## config.mk

```make
export PLATFORM = sky130hd
export DESIGN_NAME = lidar_scan_to_points
export DESIGN_NICKNAME = d
export VERILOG_FILES = /design/src/lsp_pkg.sv /design/src/lsp_regs.sv /design/src/lsp_ctrl.sv /design/src/lsp_dp.sv /design/src/lidar_scan_to_points.sv
export SDC_FILE = /design/constraint.sdc
export NUM_CORES = 2
export LEC_CHECK = 0
export BUFFER_PORTS_ARGS = -buffer_cell sky130_fd_sc_hd__buf_2
export CAP_MARGIN = 20
export CORE_ASPECT_RATIO = 1.2
export CORE_UTILIZATION = 25
export CTS_CLUSTER_DIAMETER = 30
export DETAILED_ROUTE_END_ITERATION = 7
export PLACE_DENSITY = 0.4
export SYNTH_ARGS = -nofsm -noshare
export SYNTH_HDL_FRONTEND = slang
export SYNTH_SLANG_ARGS = --single-unit
```

## constraint.sdc

```tcl
create_clock -name i_clk -period 25.2 [get_ports i_clk]
set_input_delay 2.52 -clock i_clk [delete_from_list [all_inputs] [get_ports i_clk]]
set_output_delay 2.52 -clock i_clk [all_outputs]
set_load 0.02 [all_outputs]
```

## src/lsp_pkg.sv

```systemverilog
// Package for the lidar scan to points block: shared types, codes and constants.
// Holds the register map, the command/status structs and the CORDIC angle table.
// No dependencies.
package lsp_pkg;

    // Register map, word index taken from paddr[4:2]
    localparam logic [2:0] REG_ANGLE_START = 3'd0;
    localparam logic [2:0] REG_ANGLE_INC   = 3'd1;
    localparam logic [2:0] REG_RANGE_MIN   = 3'd2;
    localparam logic [2:0] REG_RANGE_MAX   = 3'd3;
    localparam logic [2:0] REG_PIXEL_SCALE = 3'd4;
    localparam logic [2:0] REG_IMG_DIM     = 3'd5;

    // Register reset values
    localparam logic [15:0] RST_RANGE_MIN   = 16'd50;
    localparam logic [15:0] RST_RANGE_MAX   = 16'd50000;
    localparam logic [15:0] RST_PIXEL_SCALE = 16'd3277;
    localparam logic [11:0] RST_IMG_DIM     = 12'd800;

    // CORDIC gain compensation, Q0.16
    localparam logic [15:0] GAIN_Q16 = 16'd39797;
    // Width of the CORDIC x/y working registers
    localparam int          XY_W     = 35;
    // Width of the pixel projection sum
    localparam int          PIX_W    = 35;

    typedef struct packed {
        logic [15:0] angle_start;
        logic [15:0] angle_inc;
        logic [15:0] range_min;
        logic [15:0] range_max;
        logic [15:0] pixel_scale;
        logic [11:0] img_dim;
    } t_cfg;

    typedef enum logic [2:0] {
        ST_IDLE,
        ST_PREP,
        ST_ITER,
        ST_ROUND,
        ST_PIX_U,
        ST_PIX_V,
        ST_DONE
    } t_state;

    // Controller to datapath
    typedef struct packed {
        logic accept;
        logic prep;
        logic iter;
        logic round;
        logic pix_u;
        logic pix_v;
        logic load_out;
    } t_cmd;

    // Datapath to controller
    typedef struct packed {
        logic kept;
        logic last;
        logic iter_last;
        logic out_free;
    } t_sts;

    // atan(2^-i) in units of 2^-32 turn
    function automatic logic [31:0] atan_turn(input logic [4:0] idx);
        logic [31:0] res;
        unique case (idx)
            5'd0:    res = 32'h2000_0000;
            5'd1:    res = 32'h12E4_051E;
            5'd2:    res = 32'h09FB_385B;
            5'd3:    res = 32'h0511_11D4;
            5'd4:    res = 32'h028B_0D43;
            5'd5:    res = 32'h0145_D7E1;
            5'd6:    res = 32'h00A2_F61E;
            5'd7:    res = 32'h0051_7C55;
            5'd8:    res = 32'h0028_BE53;
            5'd9:    res = 32'h0014_5F2F;
            5'd10:   res = 32'h000A_2F98;
            5'd11:   res = 32'h0005_17CC;
            5'd12:   res = 32'h0002_8BE6;
            5'd13:   res = 32'h0001_45F3;
            5'd14:   res = 32'h0000_A2FA;
            5'd15:   res = 32'h0000_517D;
            5'd16:   res = 32'h0000_28BE;
            5'd17:   res = 32'h0000_145F;
            5'd18:   res = 32'h0000_0A30;
            5'd19:   res = 32'h0000_0518;
            5'd20:   res = 32'h0000_028C;
            5'd21:   res = 32'h0000_0146;
            5'd22:   res = 32'h0000_00A3;
            5'd23:   res = 32'h0000_0051;
            default: res = 32'h0000_0000;
        endcase
        return res;
    endfunction

endpackage

```

## src/lsp_regs.sv

```systemverilog
// Configuration register file for the lidar scan to points block.
// APB-style write/read access; depends on lsp_pkg for the register map.
module lsp_regs import lsp_pkg::*; (
    input  logic        i_clk,
    input  logic        i_rst_n,
    input  logic        psel,
    input  logic        penable,
    input  logic        pwrite,
    input  logic [4:0]  paddr,
    input  logic [31:0] pwdata,
    output logic [31:0] prdata,
    output logic        pready,
    output t_cfg        o_cfg
);

    t_cfg       r_cfg;
    logic       wr_en;
    logic [2:0] reg_idx;

    assign wr_en   = psel & penable & pwrite;
    assign reg_idx = paddr[4:2];
    assign pready  = 1'b1;
    assign o_cfg   = r_cfg;

    // Write the addressed register
    always_ff @(posedge i_clk) begin
        if (!i_rst_n) begin
            r_cfg.angle_start <= '0;
            r_cfg.angle_inc   <= '0;
            r_cfg.range_min   <= RST_RANGE_MIN;
            r_cfg.range_max   <= RST_RANGE_MAX;
            r_cfg.pixel_scale <= RST_PIXEL_SCALE;
            r_cfg.img_dim     <= RST_IMG_DIM;
        end else if (wr_en) begin
            unique case (reg_idx)
                REG_ANGLE_START: r_cfg.angle_start <= pwdata[15:0];
                REG_ANGLE_INC:   r_cfg.angle_inc   <= pwdata[15:0];
                REG_RANGE_MIN:   r_cfg.range_min   <= pwdata[15:0];
                REG_RANGE_MAX:   r_cfg.range_max   <= pwdata[15:0];
                REG_PIXEL_SCALE: r_cfg.pixel_scale <= pwdata[15:0];
                REG_IMG_DIM:     r_cfg.img_dim     <= pwdata[11:0];
                default: begin
                end
            endcase
        end
    end

    // Read back
    always_comb begin
        unique case (reg_idx)
            REG_ANGLE_START: prdata = {16'h0, r_cfg.angle_start};
            REG_ANGLE_INC:   prdata = {16'h0, r_cfg.angle_inc};
            REG_RANGE_MIN:   prdata = {16'h0, r_cfg.range_min};
            REG_RANGE_MAX:   prdata = {16'h0, r_cfg.range_max};
            REG_PIXEL_SCALE: prdata = {16'h0, r_cfg.pixel_scale};
            REG_IMG_DIM:     prdata = {20'h0, r_cfg.img_dim};
            default:         prdata = 32'h0;
        endcase
    end

endmodule

```

## src/lsp_ctrl.sv

```systemverilog
// Controller state machine for the lidar scan to points block.
// Sequences accept, CORDIC iterations, rounding, projection and output; uses lsp_pkg.
module lsp_ctrl import lsp_pkg::*; (
    input  logic i_clk,
    input  logic i_rst_n,
    input  logic i_valid,
    output logic o_stall,
    input  t_sts i_sts,
    output t_cmd o_cmd
);

    t_state r_state;
    t_state n_state;

    // State register
    always_ff @(posedge i_clk) begin
        if (!i_rst_n) begin
            r_state <= ST_IDLE;
        end else begin
            r_state <= n_state;
        end
    end

    // Next state and commands
    always_comb begin
        n_state = r_state;
        o_cmd   = '0;
        o_stall = 1'b1;
        unique case (r_state)
            ST_IDLE: begin
                // hold off the sender while in reset
                o_stall = !i_rst_n;
                if (i_valid && i_rst_n) begin
                    o_cmd.accept = 1'b1;
                    n_state      = ST_PREP;
                end
            end
            ST_PREP: begin
                o_cmd.prep = 1'b1;
                priority if (i_sts.kept) begin
                    n_state = ST_ITER;
                end else if (i_sts.last) begin
                    n_state = ST_DONE;
                end else begin
                    n_state = ST_IDLE;
                end
            end
            ST_ITER: begin
                o_cmd.iter = 1'b1;
                if (i_sts.iter_last) begin
                    n_state = ST_ROUND;
                end
            end
            ST_ROUND: begin
                o_cmd.round = 1'b1;
                n_state     = ST_PIX_U;
            end
            ST_PIX_U: begin
                o_cmd.pix_u = 1'b1;
                n_state     = ST_PIX_V;
            end
            ST_PIX_V: begin
                o_cmd.pix_v = 1'b1;
                n_state     = ST_DONE;
            end
            ST_DONE: begin
                if (i_sts.out_free) begin
                    o_cmd.load_out = 1'b1;
                    n_state        = ST_IDLE;
                end
            end
            default: begin
                n_state = ST_IDLE;
            end
        endcase
    end

endmodule

```

## src/lsp_dp.sv

```systemverilog
// Datapath for the lidar scan to points block: scan state, range gate, iterative
// CORDIC, rounding, pixel projection and the output word register; uses lsp_pkg.
module lsp_dp import lsp_pkg::*; #(
    parameter int CORDIC_STEPS = 16,
    parameter int ANGLE_BITS   = 16
) (
    input  logic               i_clk,
    input  logic               i_rst_n,
    input  t_cfg               i_cfg,
    input  t_cmd               i_cmd,
    output t_sts               o_sts,
    input  logic [15:0]        i_range_mm,
    input  logic               i_range_bad,
    input  logic               i_scan_last,
    input  logic               i_stall,
    output logic               o_valid,
    output logic signed [16:0] o_point_x_mm,
    output logic signed [16:0] o_point_y_mm,
    output logic [11:0]        o_pixel_u,
    output logic [11:0]        o_pixel_v,
    output logic               o_on_image,
    output logic               o_point_valid,
    output logic               o_scan_end,
    output logic               o_scan_empty
);

    localparam int                CNT_W     = $clog2(CORDIC_STEPS);
    localparam logic [CNT_W-1:0]  LAST_ITER = CNT_W'(CORDIC_STEPS - 1);
    localparam int                PAD_W     = 32 - ANGLE_BITS;

    // Scan state
    logic [ANGLE_BITS-1:0] r_cur_angle;
    logic                  r_at_start;
    logic                  r_any_kept;

    // Current word
    logic [15:0]           r_range;
    logic [ANGLE_BITS-1:0] r_ang;
    logic                  r_kept;
    logic                  r_last;
    logic                  r_empty;

    // CORDIC state
    logic signed [XY_W-1:0] r_x;
    logic signed [XY_W-1:0] r_y;
    logic signed [32:0]     r_z;
    logic [CNT_W-1:0]       r_cnt;

    // Rounded point and pixel
    logic signed [16:0] r_x_mm;
    logic signed [16:0] r_y_mm;
    logic [11:0]        r_u;
    logic [11:0]        r_v;
    logic               r_u_ok;
    logic               r_on;

    // Output word
    logic               r_out_valid;
    logic signed [16:0] r_out_x;
    logic signed [16:0] r_out_y;
    logic [11:0]        r_out_u;
    logic [11:0]        r_out_v;
    logic               r_out_on;
    logic               r_out_pv;
    logic               r_out_end;
    logic               r_out_empty;

    logic [31:0]            start32;
    logic [31:0]            inc32;
    logic [ANGLE_BITS-1:0]  ang_sel;
    logic                   kept_in;
    logic [31:0]            a32;
    logic [31:0]            a_plus;
    logic                   flip;
    logic [31:0]            a_rot;
    logic [31:0]            gain_prod;
    logic signed [XY_W-1:0] x0;
    logic signed [XY_W-1:0] dx;
    logic signed [XY_W-1:0] dy;
    logic signed [32:0]     atan_z;
    logic signed [XY_W-1:0] x_rnd;
    logic signed [XY_W-1:0] y_rnd;
    logic signed [16:0]     x_sat;
    logic signed [16:0]     y_sat;
    logic signed [16:0]     pix_mm;
    logic signed [33:0]     pix_prod;
    logic signed [PIX_W-1:0] pix_sum;
    logic signed [PIX_W-17:0] pix_coord;
    logic                   pix_ok;

    // Clamp a rounded coordinate to +/-65535 mm
    function automatic logic signed [16:0] sat_mm(input logic signed [XY_W-1:0] v);
        logic signed [16:0] res;
        priority if (v > XY_W'(65535)) begin
            res = 17'sd65535;
        end else if (v < -XY_W'(65535)) begin
            res = -17'sd65535;
        end else begin
            res = v[16:0];
        end
        return res;
    endfunction

    // Angle selection and range gate at accept
    assign start32 = {16'h0, i_cfg.angle_start};
    assign inc32   = {{16{i_cfg.angle_inc[15]}}, i_cfg.angle_inc};
    assign ang_sel = r_at_start ? start32[ANGLE_BITS-1:0] : r_cur_angle;
    assign kept_in = !i_range_bad && (i_range_mm > i_cfg.range_min)
                     && (i_range_mm <= i_cfg.range_max);

    // Fold the angle into the right half plane and scale by the gain
    assign a32       = {r_ang, {PAD_W{1'b0}}};
    assign a_plus    = a32 + 32'h4000_0000;
    assign flip      = a_plus[31];
    assign a_rot     = flip ? (a32 ^ 32'h8000_0000) : a32;
    assign gain_prod = {16'h0, r_range} * {16'h0, GAIN_Q16};
    assign x0        = flip ? -$signed({3'b000, gain_prod}) : $signed({3'b000, gain_prod});

    // One CORDIC micro-rotation
    assign dx     = r_y >>> r_cnt;
    assign dy     = r_x >>> r_cnt;
    assign atan_z = $signed({1'b0, atan_turn(5'(r_cnt))});

    // Round half up to mm and clamp
    assign x_rnd = (r_x + XY_W'(32768)) >>> 16;
    assign y_rnd = (r_y + XY_W'(32768)) >>> 16;
    assign x_sat = sat_mm(x_rnd);
    assign y_sat = sat_mm(y_rnd);

    // Shared projection: floor(mm * scale / 2^16 + size / 2)
    assign pix_mm    = i_cmd.pix_v ? r_y_mm : r_x_mm;
    assign pix_prod  = 34'(pix_mm) * 34'($signed({1'b0, i_cfg.pixel_scale}));
    assign pix_sum   = PIX_W'(pix_prod) + $signed({8'h0, i_cfg.img_dim, 15'h0});
    assign pix_coord = pix_sum[PIX_W-1:16];
    assign pix_ok    = !pix_coord[PIX_W-17]
                       && (pix_coord[PIX_W-18:0] < {{(PIX_W-29){1'b0}}, i_cfg.img_dim});

    // Scan state: advance angle on every word, track kept points per scan
    always_ff @(posedge i_clk) begin
        if (!i_rst_n) begin
            r_cur_angle <= '0;
            r_at_start  <= 1'b1;
            r_any_kept  <= 1'b0;
        end else if (i_cmd.accept) begin
            r_cur_angle <= ang_sel + inc32[ANGLE_BITS-1:0];
            r_at_start  <= i_scan_last;
            r_any_kept  <= !i_scan_last && (r_any_kept || kept_in);
        end
    end

    // Working registers
    always_ff @(posedge i_clk) begin
        if (i_cmd.accept) begin
            r_range <= i_range_mm;
            r_ang   <= ang_sel;
            r_kept  <= kept_in;
            r_last  <= i_scan_last;
            r_empty <= !(r_any_kept || kept_in);
            r_x_mm  <= '0;
            r_y_mm  <= '0;
            r_u     <= '0;
            r_v     <= '0;
            r_on    <= 1'b0;
        end
        if (i_cmd.prep) begin
            r_x   <= x0;
            r_y   <= '0;
            r_z   <= $signed({a_rot[31], a_rot});
            r_cnt <= '0;
        end
        if (i_cmd.iter) begin
            if (!r_z[32]) begin
                r_x <= r_x - dx;
                r_y <= r_y + dy;
                r_z <= r_z - atan_z;
            end else begin
                r_x <= r_x + dx;
                r_y <= r_y - dy;
                r_z <= r_z + atan_z;
            end
            r_cnt <= r_cnt + 1'b1;
        end
        if (i_cmd.round) begin
            r_x_mm <= x_sat;
            r_y_mm <= y_sat;
        end
        if (i_cmd.pix_u) begin
            r_u    <= pix_coord[11:0];
            r_u_ok <= pix_ok;
        end
        if (i_cmd.pix_v) begin
            r_on <= r_u_ok && pix_ok;
            if (r_u_ok && pix_ok) begin
                r_v <= pix_coord[11:0];
            end else begin
                r_u <= '0;
                r_v <= '0;
            end
        end
    end

    // Output word register: load when free, drop once taken
    always_ff @(posedge i_clk) begin
        if (!i_rst_n) begin
            r_out_valid <= 1'b0;
        end else if (i_cmd.load_out) begin
            r_out_valid <= 1'b1;
        end else if (!i_stall) begin
            r_out_valid <= 1'b0;
        end
    end

    always_ff @(posedge i_clk) begin
        if (i_cmd.load_out) begin
            r_out_x     <= r_x_mm;
            r_out_y     <= r_y_mm;
            r_out_u     <= r_u;
            r_out_v     <= r_v;
            r_out_on    <= r_on;
            r_out_pv    <= r_kept;
            r_out_end   <= r_last;
            r_out_empty <= r_last && r_empty;
        end
    end

    assign o_sts.kept      = r_kept;
    assign o_sts.last      = r_last;
    assign o_sts.iter_last = (r_cnt == LAST_ITER);
    assign o_sts.out_free  = !r_out_valid || !i_stall;

    assign o_valid       = r_out_valid;
    assign o_point_x_mm  = r_out_x;
    assign o_point_y_mm  = r_out_y;
    assign o_pixel_u     = r_out_u;
    assign o_pixel_v     = r_out_v;
    assign o_on_image    = r_out_on;
    assign o_point_valid = r_out_pv;
    assign o_scan_end    = r_out_end;
    assign o_scan_empty  = r_out_empty;

endmodule

```

## src/lidar_scan_to_points.sv

```systemverilog
// Lidar scan to points: range samples in, Cartesian points and image pixels out.
// Instantiates lsp_regs, lsp_ctrl and lsp_dp; uses lsp_pkg.
//
// Input channel: i_valid / o_stall carry one range word (i_range_mm, i_range_bad,
// i_scan_last). Output channel: o_valid / i_stall carry one result word.
// A word moves on a rising edge with valid high and stall low.
// Each input word advances the scan angle. A word that passes the range gate
// gives a point word; the last word of a scan always gives a word, with
// o_scan_end set and o_scan_empty set when the scan kept nothing.
// Sequence: a kept sample goes through the PREP, ITER, ROUND, PIX_U, PIX_V and
// DONE states before it shows on o_valid, and the block takes no new word until
// it is back in IDLE, as the iterative CORDIC shares one add/shift unit.
// A dropped sample returns to IDLE after PREP; a dropped last one goes to DONE.
// The output word register lets the next sample start while a result is held;
// while i_stall is high the result holds and the block stops before its own
// output load. Reset clears the scan state and the registers to their reset
// values; no clearing pass is needed. Configure over APB only while idle.
module lidar_scan_to_points import lsp_pkg::*; #(
    parameter int CORDIC_STEPS = 16,
    parameter int ANGLE_BITS   = 16
) (
    input  logic               i_clk,
    input  logic               i_rst_n,
    input  logic               psel,
    input  logic               penable,
    input  logic               pwrite,
    input  logic [4:0]         paddr,
    input  logic [31:0]        pwdata,
    output logic [31:0]        prdata,
    output logic               pready,
    input  logic               i_valid,
    output logic               o_stall,
    input  logic [15:0]        i_range_mm,
    input  logic               i_range_bad,
    input  logic               i_scan_last,
    output logic               o_valid,
    input  logic               i_stall,
    output logic signed [16:0] o_point_x_mm,
    output logic signed [16:0] o_point_y_mm,
    output logic [11:0]        o_pixel_u,
    output logic [11:0]        o_pixel_v,
    output logic               o_on_image,
    output logic               o_point_valid,
    output logic               o_scan_end,
    output logic               o_scan_empty
);

    t_cfg cfg;
    t_cmd cmd;
    t_sts sts;

    lsp_regs u_regs (
        .i_clk   (i_clk),
        .i_rst_n (i_rst_n),
        .psel    (psel),
        .penable (penable),
        .pwrite  (pwrite),
        .paddr   (paddr),
        .pwdata  (pwdata),
        .prdata  (prdata),
        .pready  (pready),
        .o_cfg   (cfg)
    );

    lsp_ctrl u_ctrl (
        .i_clk   (i_clk),
        .i_rst_n (i_rst_n),
        .i_valid (i_valid),
        .o_stall (o_stall),
        .i_sts   (sts),
        .o_cmd   (cmd)
    );

    lsp_dp #(
        .CORDIC_STEPS (CORDIC_STEPS),
        .ANGLE_BITS   (ANGLE_BITS)
    ) u_dp (
        .i_clk         (i_clk),
        .i_rst_n       (i_rst_n),
        .i_cfg         (cfg),
        .i_cmd         (cmd),
        .o_sts         (sts),
        .i_range_mm    (i_range_mm),
        .i_range_bad   (i_range_bad),
        .i_scan_last   (i_scan_last),
        .i_stall       (i_stall),
        .o_valid       (o_valid),
        .o_point_x_mm  (o_point_x_mm),
        .o_point_y_mm  (o_point_y_mm),
        .o_pixel_u     (o_pixel_u),
        .o_pixel_v     (o_pixel_v),
        .o_on_image    (o_on_image),
        .o_point_valid (o_point_valid),
        .o_scan_end    (o_scan_end),
        .o_scan_empty  (o_scan_empty)
    );

endmodule

```

=== Word level (Yosys, flattened, before mapping) ===
Memories as Yosys holds them, arrays and structs flattened. A register that Yosys moved wholly into a read port is not among the register bits.
Index checks and enable logic that the tools add are counted.

* Multipliers: 2
* Magnitude comparators: 7
* Bitwise logic cells: 3
* Eq/ne operators: 16
* Reductions and logical operators: 28
* Muxes and demuxes: 51
* Shifts and indexed selects: 2
* $add $sub $neg: 13

{| class="wikitable"
|+ Operators by type and width
! operator !! number
|-
| two-way mux 35 bit || 7
|-
| two-way mux 17 bit || 8
|-
| two-way mux 33 bit || 3
|-
| one-hot mux 16 bit (6 select lines) || 1
|-
| two-way mux 12 bit || 7
|-
| adder 35 x 17 -> 35 bit (second input constant) || 2
|-
| adder 35 bit || 2
|-
| >>> shifter 35 x 4 -> 35 bit || 2
|-
| subtractor 35 bit || 2
|-
| greater-than comparator 19 x 17 -> 1 bit (second input constant) || 2
|-
| < comparator 19 x 17 -> 1 bit (second input constant) || 2
|-
| adder 34 x 28 -> 35 bit || 1
|-
| negator 32 -> 35 bit || 1
|-
| multiplier 17 x 17 -> 34 bit || 1
|-
| adder 33 bit || 1
|-
| subtractor 33 bit || 1
|-
| adder 32 x 31 -> 32 bit (second input constant) || 1
|-
| multiplier 16 x 16 -> 32 bit (second input constant) || 1
|-
| two-way mux 32 bit || 1
|-
| one-hot mux 3 bit (7 select lines) || 1
|-
| < comparator 18 x 12 -> 1 bit || 1
|-
| adder 16 bit || 1
|-
| greater-than comparator 16 bit || 1
|-
| less-or-equal comparator 16 bit || 1
|-
| other kinds (20) || 71
|}

* Output and inout port bits: 97
* Logic and storage cells: 157
* Memory bits (read-only): 480
* Bits in registers: 378
* Memories: 1

{| class="wikitable"
|+ Memory list
! name !! depth !! width !! rd ports !! clocked after Yosys merged registers in !! wr ports !! RTL line !! text
|-
| (name not given) || 16 || 30 || 1 || 1 || 0 || lsp_pkg.sv:68 || <nowiki>unique case (idx)</nowiki>
|}

=== Longest topological paths before layout ===
* Depth after elaboration: 10
* Mapped depth: 41

=== Modules after synthesis ===
From an unflattened synthesis, not the netlist that was laid out.

* Cells, all modules: 5076
* Area, all modules: 47540.6 µm²

{| class="wikitable"
|+ By module, submodules not included
! module !! cells each !! area an instance (µm²) !! times used !! sequential area each (µm²)
|-
| lsp_dp || 4592 || 42922.4 || 1 || 8788.4
|-
| lsp_regs || 454 || 4372.9 || 1 || 1841.8
|-
| lsp_ctrl || 30 || 245.2 || 1 || 60.1
|}

=== Worst setup path after synthesis ===
Ideal clock, no wire load.

* Kind: reg2reg
* From: reg u_ctrl.r_state[1]
* To: reg u_dp.r_v[8], data pin
* Stages on the path, launching flop included: 41
* Data required time: 25061 ps
* Clock period less this slack: 9256 ps
* Path slack: 15944 ps
* Arrival: 9118 ps
* Cells stage by stage: dfxtp_1 -> nand3b_1 -> clkbuf_1 -> clkinv_1 -> clkbuf_1 -> nand2_1 -> nand2_1 -> clkbuf_1 -> and2_1 -> fa_1 -> inv_1 -> fa_1 -> fa_1 -> inv_1 -> fa_1 -> fa_1 -> inv_1 -> fa_1 -> [5 not listed] -> nand2_1 -> a211o_1 -> a31o_2 -> a21oi_1 -> xnor2_1 -> ha_1 -> a41o_1 -> a211oi_1 -> o21ai_0 -> o211ai_1 -> o311ai_0 -> nor4b_1 -> o41ai_1 -> or4_1 -> nor4_2 -> nand4_1 -> buf_2 -> nor2_1

* Cells in the longest elaborated chain, start to end: 10
* Elaborated cells on any way between the ends: 11
* Classes of those cells: add/sub: 1; mul: 1; order compare: 1; eq/ne: 1; mux: 4; reduce/logical: 3

{| class="wikitable"
|+ RTL lines
! item !! RTL line !! text
|-
| start, declared || lsp_ctrl.sv:12 || <nowiki>t_state r_state;</nowiki>
|-
| start signal, assigned || lsp_ctrl.sv:20 || <nowiki>r_state <= n_state;</nowiki>
|-
| equality test 3 bit || lsp_ctrl.sv:29 || <nowiki>unique case (r_state)</nowiki>
|-
| two-way mux 1 bit || lsp_ctrl.sv:29 ||
|-
| two-way mux 17 bit || lsp_dp.sv:131 || <nowiki>assign pix_mm = i_cmd.pix_v ? r_y_mm : r_x_mm;</nowiki>
|-
| multiplier 17 x 17 -> 34 bit || lsp_dp.sv:132 || <nowiki>assign pix_prod = 34'(pix_mm) * 34'($signed({1'b0, i_cfg.pixel_scale}));</nowiki>
|-
| adder 34 x 28 -> 35 bit || lsp_dp.sv:133 || <nowiki>assign pix_sum = PIX_W'(pix_prod) + $signed({8'h0, i_cfg.img_dim, 15'h0});</nowiki>
|-
| net u_dp.pix_sum[20] || lsp_dp.sv:87 || <nowiki>logic signed [PIX_W-1:0] pix_sum;</nowiki>
|-
| < comparator 18 x 12 -> 1 bit || lsp_dp.sv:136 || <nowiki>&& (pix_coord[PIX_W-18:0] < {{(PIX_W-29){1'b0}}, i_cfg.img_dim});</nowiki>
|-
| logical AND 1 bit || lsp_dp.sv:136 ||
|-
| logical AND 1 bit || lsp_dp.sv:193 || <nowiki>if (r_u_ok && pix_ok) begin</nowiki>
|-
| two-way mux 12 bit || lsp_dp.sv:193 ||
|-
| two-way mux 12 bit || lsp_dp.sv:191 || <nowiki>if (i_cmd.pix_v) begin</nowiki>
|-
| end signal, assigned || lsp_dp.sv:194 || <nowiki>r_v <= pix_coord[11:0];</nowiki>
|-
| end, declared || lsp_dp.sv:53 || <nowiki>logic [11:0] r_v;</nowiki>
|}

The timed path passes the listed nets, and every way through them passes these cells.
A chain may end at the register's enable or synchronous reset.

=== Final worst setup path ===
* From: reg u_ctrl.r_state[1]
* To: reg u_dp.r_v[10], data pin

* Cells in the longest elaborated chain, start to end: 10
* Elaborated cells on any way between the ends: 11
* Classes of those cells: add/sub: 1; mul: 1; order compare: 1; eq/ne: 1; mux: 4; reduce/logical: 3

{| class="wikitable"
|+ RTL lines
! item !! RTL line
|-
| equality test 3 bit * || lsp_ctrl.sv:29
|-
| two-way mux 1 bit * || lsp_ctrl.sv:29
|-
| two-way mux 17 bit * || lsp_dp.sv:131
|-
| multiplier 17 x 17 -> 34 bit * || lsp_dp.sv:132
|-
| adder 34 x 28 -> 35 bit * || lsp_dp.sv:133
|-
| net u_dp.pix_sum[26] || lsp_dp.sv:87
|-
| < comparator 18 x 12 -> 1 bit || lsp_dp.sv:136
|-
| logical AND 1 bit || lsp_dp.sv:136
|-
| logical AND 1 bit || lsp_dp.sv:193
|-
| two-way mux 12 bit * || lsp_dp.sv:193
|-
| two-way mux 12 bit * || lsp_dp.sv:191
|}

The timed path passes the listed nets; every way through them passes the cells marked *.

==> results.txt <==
The reg-to-reg endpoint is u_dp.r_v[10]. Measured along the x axis, the die boundary spans 394.5 um. On the critical path, the stage with the largest delay is an instance of dfxtp_1. The tree built by TritonCTS fans out to 408 sinks.

The number of vias per cell is 4.679. The path length in cells of the critical path is 37. The internal cell power came out at 0.004172 W.

The total detailed-routing wirelength came out at 146,300 um. The simple-gate area share of the yosys netlist is 15.28%. The startpoint identified for the worst register-to-register timing path is u_ctrl.r_state[1]. The average wire length per cell after detail routing is 19.18 um. The share of the clock period used by the worst path after layout is 51.10%. The main combinational cell family by area after synthesis is adder cells. The count of boundary I/O pins is 159. TritonCTS built the clock tree. Of the total power, the share spent switching nets is 49.09%.

The initial antenna violation count is 4. The arrival time of data at the critical path endpoint came out at 13,400 ps. For the worst flop-to-flop path, the logic depth is 37. Between clock sinks in the finished design, the worst skew comes to 100.0 ps.

Per report_power, the clock group accounts for 19.1% of the total. The count of yosys warnings during synthesis came out at 0. The global routing usage summed across all routing layers came out at 15.71%. The library cells used most frequently in the layout, excluding fill and tap cells, are inv_1 (649), nand2_1 (536), fa_1 (407), ha_1 (394), nor2_1 (313). For this design, the CTS-stage hold fixing added 0 buffers. The XOR/XNOR share of the synthesized area came out at 5.453%. The areal power density over the cells came out at 153.0 mW/mm^2. The switching power came out at 0.004023 W. The post-synthesis register bit count is 408. The total overflow left after global routing is 0. The tightest slew margin relative to the limit came out at 24.81%. The path class of the lowest-slack min-delay path is flip-flop to flip-flop.

The ratio of cells with drive above 1 in the final layout is 10.65%. The cell class contributing the biggest share of worst-path delay is simple AND/OR/NAND/NOR gates. The final setup TNS is 0 ps. The dominant synthesized flop cell is edfxtp_1. Ranked by total cell area, the synthesized netlist is headed by fa_1 (18%), edfxtp_1 (16%), ha_1 (11%). The number of global-route vias before repair came out at 37,110.

Once detail routing completed, the nets flagged for antenna violations numbered 0. The number of violations reported at the end of detailed-routing iteration 0 is 2,021. Summed over all instances, the cell type with the most area after synthesis is fa_1. The cell total after placement came out at 7,407. The number of violations of the max-capacitance limit came out at 0. The first detailed-routing pass ran for 6 iterations.

The combinational share of power is 68.4%. Clock-pin slew was measured on the worst setup and hold paths at 50 ps. The instance count of the mapped netlist came out at 5,015. The flop-to-flop setup slack is 12,320 ps. The worst setup path is of the flip-flop to flip-flop kind. The highest net fanout along the worst path came out at 20. The post-synthesis area per instance is 9.215 um^2. For this run, design rule violations remaining after detail routing come to 0. The number of buffers added by the clock tree synthesis step came out at 116.

The number of buffers on the longest clock path came out at 3. The compound-gate portion of the synthesized area is 12.86%. Registers are responsible for 12.5% of the overall power. Sequential elements use 23.13% of the synthesized area. The first global-routing pass estimated 227,100 um of wire.

The region available for standard cell placement spans 0.1834 mm^2. STA classifies the critical path endpoint as a flip-flop. In this design, the stage delay of the slowest critical-path cell is 670 ps. The number of synthesized flops with an enable pin is 252. The total via count in the routed design is 35,700. The commonest non-fill, non-tap cell in the layout is inv_1. Counting I/O delays and the setup requirement, the final critical path takes 12,880 ps. After synthesis, the largest area contributor takes up 17.63% of total cell area.

The peak supply drop came out at 0.1954 mV. The beginning of the critical path is u_ctrl.r_state[1]. The count of final max-slew check failures came out at 0. Setup repair after global routing left no endpoint under its margin. The number of gates resized after cts is 0.

The latest clock arrival within the worst-skew pair is 780 ps. The maximum operating frequency is 0.07766 GHz. The area added between synthesis and finish came out at 15.93%. STA classifies the critical path startpoint as a flip-flop. During placement, the flow inserted port buffers numbering 123. The number of rows in the core area is 172. The mux contribution to synthesized area came out at 7.367%. After clock tree synthesis, the setup repair step added 0 buffers. By instance count, the cell type seen most on the critical path is fa_1. The die is 473.0 um tall. The number of hold violations in the final report came out at 0. The transition at the pin with the smallest max-transition slack is 1126 ps. The pin count of the biggest net entering global routing is 101. The tightest hold path in the finished design has a slack of 411.1 ps.

Counting both buffers and inverters, the worst setup path holds a total of 7. The floorplan step defined a die boundary enclosing 0.1866 mm^2. The most critical setup path has its endpoint at u_dp.r_v[10]. CTS built an H-tree with a depth of 3. The count of distinct cell types in the synthesized netlist is 98. The final weighted congestion in routability-driven placement is 0.8278.

The net count of the finished layout is 5,953. The overall power consumption came out at 0.008195 W. The number of filler cells placed in the layout came out at 19,400. The netlist area before placement is 0.04621 mm^2. The run finished with clean final reports. The leakage power figure came out at 23.18 nW.

For the worst setup path, the data required time is 25,730 ps. The starting density of the core is 25.20%. The final standard cell count with taps included and fillers excluded is 7,629. After Yosys synthesis, full adders, half adders and majority gates account for 28.30% of the synthesized area.

Clock tree synthesis selected as its root buffer the cell clkbuf_16. The count of endpoints failing setup in the final report came out at 0. Detailed placement finished with a half-perimeter wire length of 114,300 um. After synthesis, the share of flip-flops with an asynchronous set or reset is 0%.
-- cells by family (layout without fill, tap and decap cells) --
family,Yosys count,count (layout)
fa+ha+maj,801,801
xor+xnor,286,286
buf+inv,890,1051
flops,408,408
compound gates,933,933
simple gates,1473,1473
mux,222,222
other cells,2,19
-- stage by stage --
step	setup slack, ps	utilization (%)	instance area, um^2
5_1_grt	11440	29.22	53570
6_report	12320	29.22	53570
2_1_floorplan	15940	-	46270
3_5_place_dp	12300	26.90	49330
3_3_place_gp	12270	26.90	49330
4_1_cts	12270	29.21	53560
-- metal layers --
metal	track usage, %	wire [um]	up-vias
met5	0	17	-
met2	26.36	69530	651
met1	21.18	68540	17680
li1	-	-	17220
met3	2.181	5417	145
met4	3.772	2821	2
-- worst min-delay path by stage --
| stage | start | cells past startpoint | end | slack (ps) |
|---|---|---|---|---|
| after floorplan | u_dp.r_on | 0 | u_dp.o_on_image | 400 |
| after global routing | u_dp.r_y_mm[3] | 0 | u_dp.o_point_y_mm[3] | 430 |
| after detailed placement | u_dp.r_v[9] | 0 | u_dp.o_pixel_v[9] | 410 |
| after CTS | u_dp.r_y_mm[3] | 0 | u_dp.o_point_y_mm[3] | 410 |
| after global placement | u_dp.r_v[7] | 0 | u_dp.o_pixel_v[7] | 410 |
| final | u_dp.r_y_mm[3] | 0 | u_dp.o_point_y_mm[3] | 410 |
-- cells in the mapped netlist (16+ instances only) --
cell type and instances:
a211oi_1 31, a21boi_0 83, a21o_1 79, a21oi_1 275, a31oi_1 51, and2_1 197, and3_1 41, buf_2 22
buf_4 20, clkbuf_1 170, dfxtp_1 156, edfxtp_1 252, fa_1 407, ha_1 394, inv_1 650, mux2_2 57
mux2i_1 80, mux4_2 68, nand2_1 536, nand2b_1 40, nand3_1 89, nand4_1 36, nor2_1 313, nor2b_1 41
nor3_1 71, nor3b_1 16, o211ai_1 28, o21a_1 25, o21ai_0 185, o21bai_1 27, o22ai_1 20, o31ai_1 23
or3_1 17, xnor2_1 156, xor2_1 129
-- sequential cells by signal, indices dropped and copies added (netlist names), 3 cells and up --
signal	cells
u_regs.o_cfg	92
u_dp.r_x	35
u_dp.r_y	35
u_dp.r_z	33
u_dp.atan_z	30
u_dp.o_point_x_mm	17
u_dp.o_point_y_mm	17
u_dp.r_x_mm	17
u_dp.r_y_mm	17
u_dp.r_ang	16
u_dp.r_cur_angle	16
u_dp.r_range	16
u_dp.o_pixel_u	12
u_dp.o_pixel_v	12
u_dp.r_u	12
u_dp.r_v	12
u_dp.r_cnt	4
u_ctrl.r_state	3
-- final cells by class --
cell class                 instances  area [um^2]  share of cell area (%)
tap                             2436         3048                   5.689
antenna                            2        5.005                0.009342
clock buffer                     141         3151                   5.881
timing repair buffer             176         1016                   1.896
clock inverter                    78         1082                   2.020
inverter                         656         2465                   4.601
sequential                       408        10690                   19.95
multi-input combinational       3732        32120                   59.95
-- power by group through the flow --
stage / Combinational, W / Clock (W) / Sequential [W]
after floorplan: 0.00423 / 0 / 0.000926
after global placement: 0.00559 / 0 / 0.00103
after detailed placement: 0.00561 / 0 / 0.00103
after CTS: 0.00566 / 0.00159 / 0.00102
after global routing: 0.00634 / 0.00163 / 0.00104
final: 0.00561 / 0.00156 / 0.00102
(Power assumes the default switching activity.)
